<file path="src/hw/rtl/x86_register_file_with_flags_top_macros.svh">
// Assertion macros for the register file and flag unit.
// Taken in by the top level; depends on nothing else.
`ifndef X86_REGISTER_FILE_WITH_FLAGS_TOP_MACROS_SVH
`define X86_REGISTER_FILE_WITH_FLAGS_TOP_MACROS_SVH

// Same-cycle implication, checked outside reset.
`define X86RF_ASSERT_IMPL(label, clk, rst, ante, cons) \
   label: assert property (@(posedge clk) disable iff (rst) (ante) |-> (cons)) \
      else $error("x86rf: same-cycle check failed");

// Next-cycle implication, checked outside reset.
`define X86RF_ASSERT_NEXT(label, clk, rst, ante, cons) \
   label: assert property (@(posedge clk) disable iff (rst) (ante) |=> (cons)) \
      else $error("x86rf: next-cycle check failed");

`endif

</file>
<file path="src/hw/rtl/x86rf_pkg.sv">
// Shared types and constants of the register file and flag unit.
// Used by the controller, the datapath and the top level.
`default_nettype none

package x86rf_pkg;

   localparam int NUM_REGS = 14;
   localparam int REG_IDX_W = 4;

   localparam logic [REG_IDX_W-1:0] REG_DX    = 4'd3;
   localparam logic [REG_IDX_W-1:0] REG_FLAGS = 4'd9;
   localparam logic [REG_IDX_W-1:0] REG_LAST  = 4'd13;

   localparam logic [1:0] MODE_WRITE  = 2'd0;
   localparam logic [1:0] MODE_READ   = 2'd1;
   localparam logic [1:0] MODE_UPDATE = 2'd2;

   localparam logic [1:0] PART_HIGH = 2'd0;
   localparam logic [1:0] PART_LOW  = 2'd1;
   localparam logic [1:0] PART_WORD = 2'd2;

   localparam logic [1:0] KIND_ADD = 2'd0;
   localparam logic [1:0] KIND_SUB = 2'd1;

   localparam logic [15:0] FLAGS_KEEP_MASK = 16'h0700;

   localparam int BIT_CF = 0;
   localparam int BIT_PF = 2;
   localparam int BIT_AF = 4;
   localparam int BIT_ZF = 6;
   localparam int BIT_SF = 7;
   localparam int BIT_OF = 11;

   typedef struct packed {
      logic [1:0]           mode;
      logic [REG_IDX_W-1:0] reg_index;
      logic [1:0]           part;
      logic [15:0]          write_value;
      logic [15:0]          operand_a;
      logic [15:0]          operand_b;
      logic [15:0]          op_result;
      logic [1:0]           arith_kind;
      logic                 wide;
   } req_type;

   typedef struct packed {
      logic [15:0] read_data;
      logic        access_error;
      logic [15:0] flags_now;
   } rsp_type;

   typedef enum logic [0:0] {
      ST_IDLE,
      ST_EXEC
   } state_type;

   // Commands from the controller to the datapath.
   typedef struct packed {
      logic load;
      logic execute;
   } ctl_type;

endpackage

`default_nettype wire

</file>
<file path="src/hw/rtl/x86rf_datapath.sv">
// Datapath: request register, the fourteen-entry register store, flag logic
// and the result register. Depends on x86rf_pkg.
`default_nettype none

module x86rf_datapath
   import x86rf_pkg::*;
(
   input  wire logic    clock,
   input  wire logic    reset,
   input  wire ctl_type ctl,
   input  wire req_type req_data,
   output rsp_type      rsp_data
);

   req_type     req_ff;
   logic [15:0] regs_ff [NUM_REGS];
   rsp_type     rsp_ff;
   rsp_type     rsp_in;

   logic        access_ok;
   logic [15:0] cur_word;
   logic [15:0] merged_word;
   logic [7:0]  sel_byte;
   logic [15:0] byte_ext;
   logic [15:0] upd_flags;
   logic [15:0] flags_after;
   logic        do_write;
   logic [15:0] chain_add;
   logic [15:0] chain_sub;
   logic [15:0] ovf_add;
   logic [15:0] ovf_sub;
   logic [15:0] chain;
   logic [15:0] ovf;
   logic        arith;

   always_ff @(posedge clock) begin
      if (ctl.load) begin
         req_ff <= req_data;
      end
   end

   always_comb begin
      access_ok = (req_ff.reg_index <= REG_LAST) && (req_ff.part <= PART_WORD)
         && ((req_ff.part == PART_WORD) || (req_ff.reg_index <= REG_DX)
            || (req_ff.reg_index == REG_FLAGS));
      cur_word = access_ok ? regs_ff[req_ff.reg_index] : 16'h0000;

      unique case (req_ff.part)
         PART_HIGH: merged_word = {req_ff.write_value[7:0], cur_word[7:0]};
         PART_LOW:  merged_word = {cur_word[15:8], req_ff.write_value[7:0]};
         default:   merged_word = req_ff.write_value;
      endcase

      sel_byte = (req_ff.part == PART_HIGH) ? cur_word[15:8] : cur_word[7:0];
      byte_ext = {{8{sel_byte[7]}}, sel_byte};
      do_write = (req_ff.mode == MODE_WRITE) && access_ok;
   end

   // Carry chains: bit n of the chain is the carry or borrow out of bit n.
   always_comb begin
      chain_add = (req_ff.operand_a & req_ff.operand_b)
         | ((req_ff.operand_a | req_ff.operand_b) & ~req_ff.op_result);
      chain_sub = (~req_ff.operand_a & req_ff.operand_b)
         | ((~req_ff.operand_a | req_ff.operand_b) & req_ff.op_result);
      ovf_add = (req_ff.operand_a ^ req_ff.op_result)
         & (req_ff.operand_b ^ req_ff.op_result);
      ovf_sub = (req_ff.operand_a ^ req_ff.operand_b)
         & (req_ff.operand_a ^ req_ff.op_result);
      arith = (req_ff.arith_kind == KIND_ADD) || (req_ff.arith_kind == KIND_SUB);
      chain = (req_ff.arith_kind == KIND_SUB) ? chain_sub : chain_add;
      ovf   = (req_ff.arith_kind == KIND_SUB) ? ovf_sub : ovf_add;

      upd_flags = regs_ff[REG_FLAGS] & FLAGS_KEEP_MASK;
      upd_flags[BIT_ZF] = req_ff.wide ? (req_ff.op_result == 16'h0000)
                                      : (req_ff.op_result[7:0] == 8'h00);
      upd_flags[BIT_SF] = req_ff.wide ? req_ff.op_result[15] : req_ff.op_result[7];
      upd_flags[BIT_PF] = ~^req_ff.op_result[7:0];
      upd_flags[BIT_CF] = arith && (req_ff.wide ? chain[15] : chain[7]);
      upd_flags[BIT_AF] = arith && chain[3];
      upd_flags[BIT_OF] = arith && (req_ff.wide ? ovf[15] : ovf[7]);
   end

   always_comb begin
      priority if (req_ff.mode == MODE_UPDATE) begin
         flags_after = upd_flags;
      end else if (do_write && (req_ff.reg_index == REG_FLAGS)) begin
         flags_after = merged_word;
      end else begin
         flags_after = regs_ff[REG_FLAGS];
      end

      rsp_in.flags_now    = flags_after;
      rsp_in.access_error = ((req_ff.mode == MODE_WRITE) || (req_ff.mode == MODE_READ))
                            && !access_ok;
      rsp_in.read_data    = 16'h0000;
      if ((req_ff.mode == MODE_READ) && access_ok) begin
         rsp_in.read_data = (req_ff.part == PART_WORD) ? cur_word : byte_ext;
      end
   end

   always_ff @(posedge clock) begin
      if (reset) begin
         for (int i = 0; i < NUM_REGS; i++) begin
            regs_ff[i] <= 16'h0000;
         end
      end else if (ctl.execute) begin
         if (req_ff.mode == MODE_UPDATE) begin
            regs_ff[REG_FLAGS] <= upd_flags;
         end else if (do_write) begin
            regs_ff[req_ff.reg_index] <= merged_word;
         end
      end
   end

   always_ff @(posedge clock) begin
      if (ctl.execute) begin
         rsp_ff <= rsp_in;
      end
   end

   assign rsp_data = rsp_ff;

endmodule

`default_nettype wire

</file>
<file path="src/hw/rtl/x86rf_controller.sv">
// Controller state machine: takes a request, runs its execute state and
// raises the result strobe. Depends on x86rf_pkg.
`default_nettype none

module x86rf_controller
   import x86rf_pkg::*;
(
   input  wire logic clock,
   input  wire logic reset,
   input  wire logic start,
   output logic      busy,
   output ctl_type   ctl,
   output logic      rsp_valid
);

   state_type state_ff;
   state_type state_in;
   logic      rsp_valid_ff;
   logic      rsp_valid_in;

   always_ff @(posedge clock) begin
      if (reset) begin
         state_ff     <= ST_IDLE;
         rsp_valid_ff <= 1'b0;
      end else begin
         state_ff     <= state_in;
         rsp_valid_ff <= rsp_valid_in;
      end
   end

   always_comb begin
      unique case (state_ff)
         ST_IDLE: state_in = start ? ST_EXEC : ST_IDLE;
         ST_EXEC: state_in = ST_IDLE;
         default: state_in = ST_IDLE;
      endcase
   end

   always_comb begin
      ctl.load     = 1'b0;
      ctl.execute  = 1'b0;
      busy         = 1'b0;
      rsp_valid_in = 1'b0;
      unique case (state_ff)
         ST_IDLE: begin
            ctl.load = start;
         end
         ST_EXEC: begin
            busy         = 1'b1;
            ctl.execute  = 1'b1;
            rsp_valid_in = 1'b1;
         end
         default: begin
            busy = 1'b0;
         end
      endcase
   end

   assign rsp_valid = rsp_valid_ff;

endmodule

`default_nettype wire

</file>
<file path="src/hw/rtl/x86_register_file_with_flags_top.sv">
// Top level of the 8086-style register file and flag unit.
// Depends on x86rf_pkg, x86rf_controller, x86rf_datapath and the macro header.
//
// A transaction is taken when start is high and busy is low. Each one
// produces exactly one result, shown on rsp_data for a single cycle with
// rsp_valid high and registered at the end of the execute cycle; the receiver
// cannot stall it. busy is high for the one execute cycle, in which the
// register store is read, the flag logic evaluated and any write done, so
// a new transaction may be issued as soon as busy is low again, including in the
// cycle in which the previous result is on the ports. The register store
// is all zero after reset.
`default_nettype none

`include "x86_register_file_with_flags_top_macros.svh"

module x86_register_file_with_flags_top
   import x86rf_pkg::*;
(
   input  wire logic    clock,
   input  wire logic    reset,
   input  wire logic    start,
   output logic         busy,
   input  wire req_type req_data,
   output logic         rsp_valid,
   output rsp_type      rsp_data
);

   ctl_type ctl;

   x86rf_controller u_controller (
      .clock     (clock),
      .reset     (reset),
      .start     (start),
      .busy      (busy),
      .ctl       (ctl),
      .rsp_valid (rsp_valid)
   );

   x86rf_datapath u_datapath (
      .clock    (clock),
      .reset    (reset),
      .ctl      (ctl),
      .req_data (req_data),
      .rsp_data (rsp_data)
   );

   // A taken transaction leads to the execute cycle, and that to the strobe.
   `X86RF_ASSERT_NEXT(a_accept_then_busy, clock, reset, start && !busy, busy)
   `X86RF_ASSERT_NEXT(a_busy_then_result, clock, reset, busy, rsp_valid && !busy)
   `X86RF_ASSERT_IMPL(a_result_follows_exec, clock, reset, rsp_valid, $past(busy))

endmodule

`default_nettype wire

</file>
<file path="config.mk">
export PLATFORM = sky130hd
export DESIGN_NAME = x86_register_file_with_flags_top
export DESIGN_NICKNAME = d
export VERILOG_FILES = /design/src/hw/rtl/x86rf_pkg.sv /design/src/hw/rtl/x86rf_datapath.sv /design/src/hw/rtl/x86rf_controller.sv /design/src/hw/rtl/x86_register_file_with_flags_top.sv
export VERILOG_INCLUDE_DIRS = /design/src /design/src/hw/rtl
export SDC_FILE = /design/constraint.sdc
export NUM_CORES = 1
export LEC_CHECK = 0
export BUFFER_PORTS_ARGS = -buffer_cell sky130_fd_sc_hd__clkbuf_2
export CAP_MARGIN = 40
export CORE_MARGIN = 5
export CORE_UTILIZATION = 54
export DETAILED_ROUTE_END_ITERATION = 16
export GPL_TIMING_DRIVEN = 0
export PLACE_DENSITY = 0.81
export RECOVER_POWER = 25
export SLEW_MARGIN = 20
export SYNTH_ARGS = -nofsm -noshare
export SYNTH_HDL_FRONTEND = slang
export SYNTH_SLANG_ARGS = --single-unit
</file>
<file path="constraint.sdc">
create_clock -name clock -period 2.9 [get_ports clock]
set_input_delay 0.29 -clock clock [delete_from_list [all_inputs] [get_ports clock]]
set_output_delay 0.29 -clock clock [all_outputs]
set_load 0.01 [all_outputs]
</file>
* Word level (Yosys, flattened, before mapping) *
Memories as Yosys holds them, arrays and structs flattened. A register that Yosys moved wholly into a read port is not among the register bits.
Cells that the tools add are included.

storage, ports and cells
  bits in registers = 110
  memory bits (writable) = 224
  output and inout port bits = 35
  memories = 1

operators by class
  $lt $le $gt $ge = 3
  eq/ne operators = 6
  muxes and demuxes = 32
  bitwise logic cells = 17
  reduce and logical (&&, ||, !) cells = 21

memory list
  name                depth  bits a word  rd ports  clocked after memory_dff  wr ports  line                  RTL
  u_datapath.regs_ff  14     16           2         1                         14        x86rf_datapath.sv:16  logic [15:0] regs_ff [NUM_REGS];

operator list
  cell                                                            count
  two-way mux 16 bit                                              7
  AND 16 bit                                                      6
  OR 16 bit                                                       4
  XOR 16 bit                                                      3
  NOT 16 bit                                                      2
  one-hot mux 16 bit (2 select lines)                             1
  two-way mux 1 bit                                               19
  logical NOT 16 bit                                              1
  OR reduction 16 bit                                             1
  two-way mux 12 bit                                              1
  logical AND 1 bit                                               9
  logical NOT 8 bit                                               1
  two-way mux 4 bit                                               2
  two-way mux 8 bit                                               1
  XNOR reduction 8 bit                                            1
  == test 2 x 1 -> 1 bit, second input constant                   3
  logical NOT 2 bit                                               3
  == test 2 bit, second input constant                            2
  == test 4 bit, second input constant                            1
  less-or-equal comparator 4 x 2 -> 1 bit, second input constant  1
  less-or-equal comparator 4 bit, second input constant           1
  logical OR 1 bit                                                4
  less-or-equal comparator 2 bit, second input constant           1
  one-hot mux 1 bit (2 select lines)                              1
  3 further kinds                                                 3

* Depth between registers and ports, before layout *
  word-level depth = 12
  gate-level depth with buffers = 11
  gate-level depth less buffers = 6

* Hierarchy *
Synthesis repeated with hierarchy kept, for this count alone.

second synthesis, totals
  cells, all modules = 1048
  area total of the unflattened synthesis = 15135.8 um^2

by module, submodules not included
  module            times used  cells each  area each (um^2)  seq. area each (um^2)
  x86rf_datapath    1           1041        15053.2           10229.8
  x86rf_controller  1           7           82.6              40.0

* Worst setup path after synthesis *
No wires, ideal clock.

  path type = register to register
  start point = reg u_controller.state_ff
  end point = reg (tool-made name)
  data arrival time = 2.882 ns
  data required time = 2.776 ns
  setup slack = -0.106 ns
  cell stages (with the launch flop) = 4
  buffers on the path = 1
  path through = dfxtp_1 nor2b_1 clkbuf_1 mux2_2

RTL lines
  item                    line                    RTL
  from (decl)             x86rf_controller.sv:16  state_type state_ff;
  from (signal assigned)  x86rf_controller.sv:26  state_ff <= state_in;

==> qor.txt <==
H-tree depth: 2
placed inst area: 0.01603 mm²
post-synthesis area per instance: 14.66 µm²
DR WL/cell: 25.83 µm
status: finished with violations
top_reg_cell synth: edfxtp_1
Worst Setup End Kind: register
final instance area: 0.01791 mm²
clk sink count: 344
Initial Utilization: 54.91%
WS Path Type: reg -> reg
Final setup viols: 90
Die Span Y: 175.8 µm
row cnt: 60
DIE AREA: 0.03090 mm²
FILL cells: 1780
dpl cells: 1486
layout cells sized above 1: 20.88%
GRT overflow: 0
TritonCTS clock tree: done
crit path DAT: 3.28 ns
n_diodes: 0
DRC errors left: 0
flops & latches, synth: 344
CTS Buf Count: 34
Distinct cells, synth: 55
nets: 1326
Layout area overhead: 20.71%
unrepaired setup endpoints after global routing: true
final setup TNS: -6.615 ns
crit share post-route: 106.1%
drt pass-1 iters: 7
Warnings, synthesis: 0
failing checks: setup timing
area of the mapped netlist: 0.01484 mm²
vias in the first global route: 10460
Max IR drop VDD: 0.0004903 V
ys async rst share: 0%
clk slew on worst S/H paths: 0.06 ns
Initial DRC Count: 1773
Clock Latency Late Sink: 0.52 ns
Post-Route WL: 41.59 mm
Pwr Total: 11.35 mW
Worst R2R Setup Slack: -0.18 ns
HPWL after DPL: 27.08 mm
fmax: 324.9 MHz
final worst slack: -0.1778 ns
I/O Pins: 113
largest net degree at the start of global routing: 57
max_cap viols: 0
worst path required time: 3.10 ns
Non-Filler Instances: 1610
port bufs: 86
core box area: 0.02703 mm²
Via density: 6.412
Vias: 10320
final hold vios: 0
Worst setup SP type: register
Total GRT Usage: 26.72%
routability cong.: 0.9666
storage element area: 0.01027 mm²
Hold Crit Class: in -> reg
Final min period: 3.078 ns
area of the multi-input gates: 0.004422 mm²
Slew Limit Headroom: 44.37%
post-route ant nets: 0
Lkg Pwr: 6.777 nW
die width: 175.8 µm
CTS max path bufs: 3
Synth Instances: 1012
worst slack at placement: -0.6773 ns
Final Slew Violations: 0
Clock Skews: 0.02267 ns
Pwr Density: 633.5 mW/mm²
initial antenna violation count: 0
sequential element share of the synthesized area: 69.21%
number of synthesized flops with an enable pin: 338
first-pass GRT wire length: 61.49 mm
Slew @ Worst Pin: 0.8344 ns
CP Max Fanout: 34
root buffer cell: clkbuf_16
-- sequential cells by signal (all words and copies together), names as in the netlist, named ones only --
name	flops
u_controller.rsp_valid	1
u_controller.state_ff	1
u_datapath.regs_ff	256
u_datapath.req_ff	49
u_datapath.rsp_data	33
-- metrics by stage --
stage          hold slack, ns  utilization (%)
3_5_place_dp           0.4686            59.30
5_1_grt                0.1326            66.28
6_report              0.09493            66.28
2_1_floorplan          0.3616                -
3_3_place_gp           0.4671            58.51
4_1_cts               0.08172            66.08
-- cell type report --
type | count | area share (%)
buffer | 63 | 2.298
clock buffer | 42 | 5.036
clock inverter | 19 | 0.9430
inverter | 30 | 0.6287
multi-input combinational | 604 | 24.69
sequential | 344 | 57.34
tap | 341 | 2.382
timing repair buffer | 167 | 6.685
-- logic make-up after synthesis --
kind of cell,Yosys count,share of synthesized area [%]
buf+inv,95,3.094
mux,83,11.34
compound gates,106,4.933
simple gates,374,10.77
fa+ha+maj,4,0.3373
other cells,1,0.02527
flops,344,69.21
xor+xnor,5,0.2951
-- cell usage after synthesis, types with 3 or more instances --
library cell / instances / share of area, %
nand2_1: 54 / 1.4
mux2_2: 4 / 0.30
buf_4: 9 / 0.46
buf_2: 13 / 0.44
a221oi_1: 7 / 0.41
buf_6: 7 / 0.53
a21o_1: 8 / 0.40
nor3_1: 16 / 0.54
edfxtp_1: 338 / 68
o21ai_0: 15 / 0.51
a22o_1: 3 / 0.18
clkbuf_1: 36 / 0.91
nand3b_1: 3 / 0.15
mux4_1: 9 / 1.6
a22oi_1: 24 / 1.2
nand2b_1: 20 / 0.84
ha_1: 4 / 0.34
a211oi_1: 9 / 0.46
a21oi_1: 21 / 0.71
nor2b_1: 11 / 0.46
nor4_1: 6 / 0.25
inv_1: 29 / 0.73
a41oi_1: 3 / 0.18
dfxtp_1: 6 / 0.81
xnor2_1: 4 / 0.24
mux2i_1: 14 / 0.94
and2_1: 6 / 0.25
mux4_2: 56 / 8.5
nand3_1: 10 / 0.34
nor2_1: 235 / 5.9
-- critical path, stage by stage, from the launching register on --
cell,delay [ns]
dfxtp_2,0.38
buf_12,0.22
nand2b_1,0.11
clkbuf_1,0.27
nor4_1,0.56
nand2_1,0.48
nand2b_1,0.45
buf_6,0.27
-- power breakdown --
part | leakage (nW) | switching, mW | internal [mW]
Sequential | 3.50 | 0.105 | 5.68
Combinational | 2.76 | 0.740 | 0.503
Clock | 0.521 | 1.83 | 2.49
Total | 6.78 | 2.68 | 8.67
-- routing by layer --
layer	global-route usage (%)	routed length, µm	vias to the layer above	share of wire (%)
met5	0	0	-	0
met4	11.27	2115	0	5.1
met3	6.156	4948	179	12
met2	45.21	20600	823	50
met1	33.43	13930	5093	33
li1	-	-	4229	-
-- path summary, 6_finish.rpt --
kind,end,from,cells after the start
worst max-delay path,u_datapath.regs_ff[2][6]$_SDFFCE_PN0P_,u_controller.state_ff$_SDFF_PP0_,7
worst min-delay path,u_controller.state_ff$_SDFF_PP0_,reset,2
worst max register to register,u_datapath.regs_ff[2][6]$_SDFFCE_PN0P_,u_controller.state_ff$_SDFF_PP0_,7
worst min register to register,u_datapath.rsp_data[3]$_SDFFCE_PP0P_,u_controller.state_ff$_SDFF_PP0_,0
-- timing repair --
item | CTS | global route
endpoints found under the hold margin | 49 | 0
buffers inserted | 14 | 2
hold buffers | 49 | 0
resized for setup | 40 | 36
setup endpoints to repair | 260 | 328
pin swaps | 8 | 4
-- cell usage in the layout (no fill, tap or decap), drive strengths merged, types with 4 or more instances in the layout --
cell type / n
a22oi: 25
inv: 31
buf: 61
a21o: 9
clkinv: 14
edfxtp: 338
xnor2: 4
dfxtp: 6
nand2b: 20
conb: 32
a211oi: 9
ha: 4
or2: 4
nand3: 10
dlygate4sd3: 49
clkbuf: 162
a221oi: 7
and2: 6
nor2: 237
mux2i: 14
nor2b: 11
nor3: 17
mux2: 4
nor4: 6
nand2: 54
mux4: 65
a21oi: 22
o21ai: 18
Power figures use the tool's default switching activity.
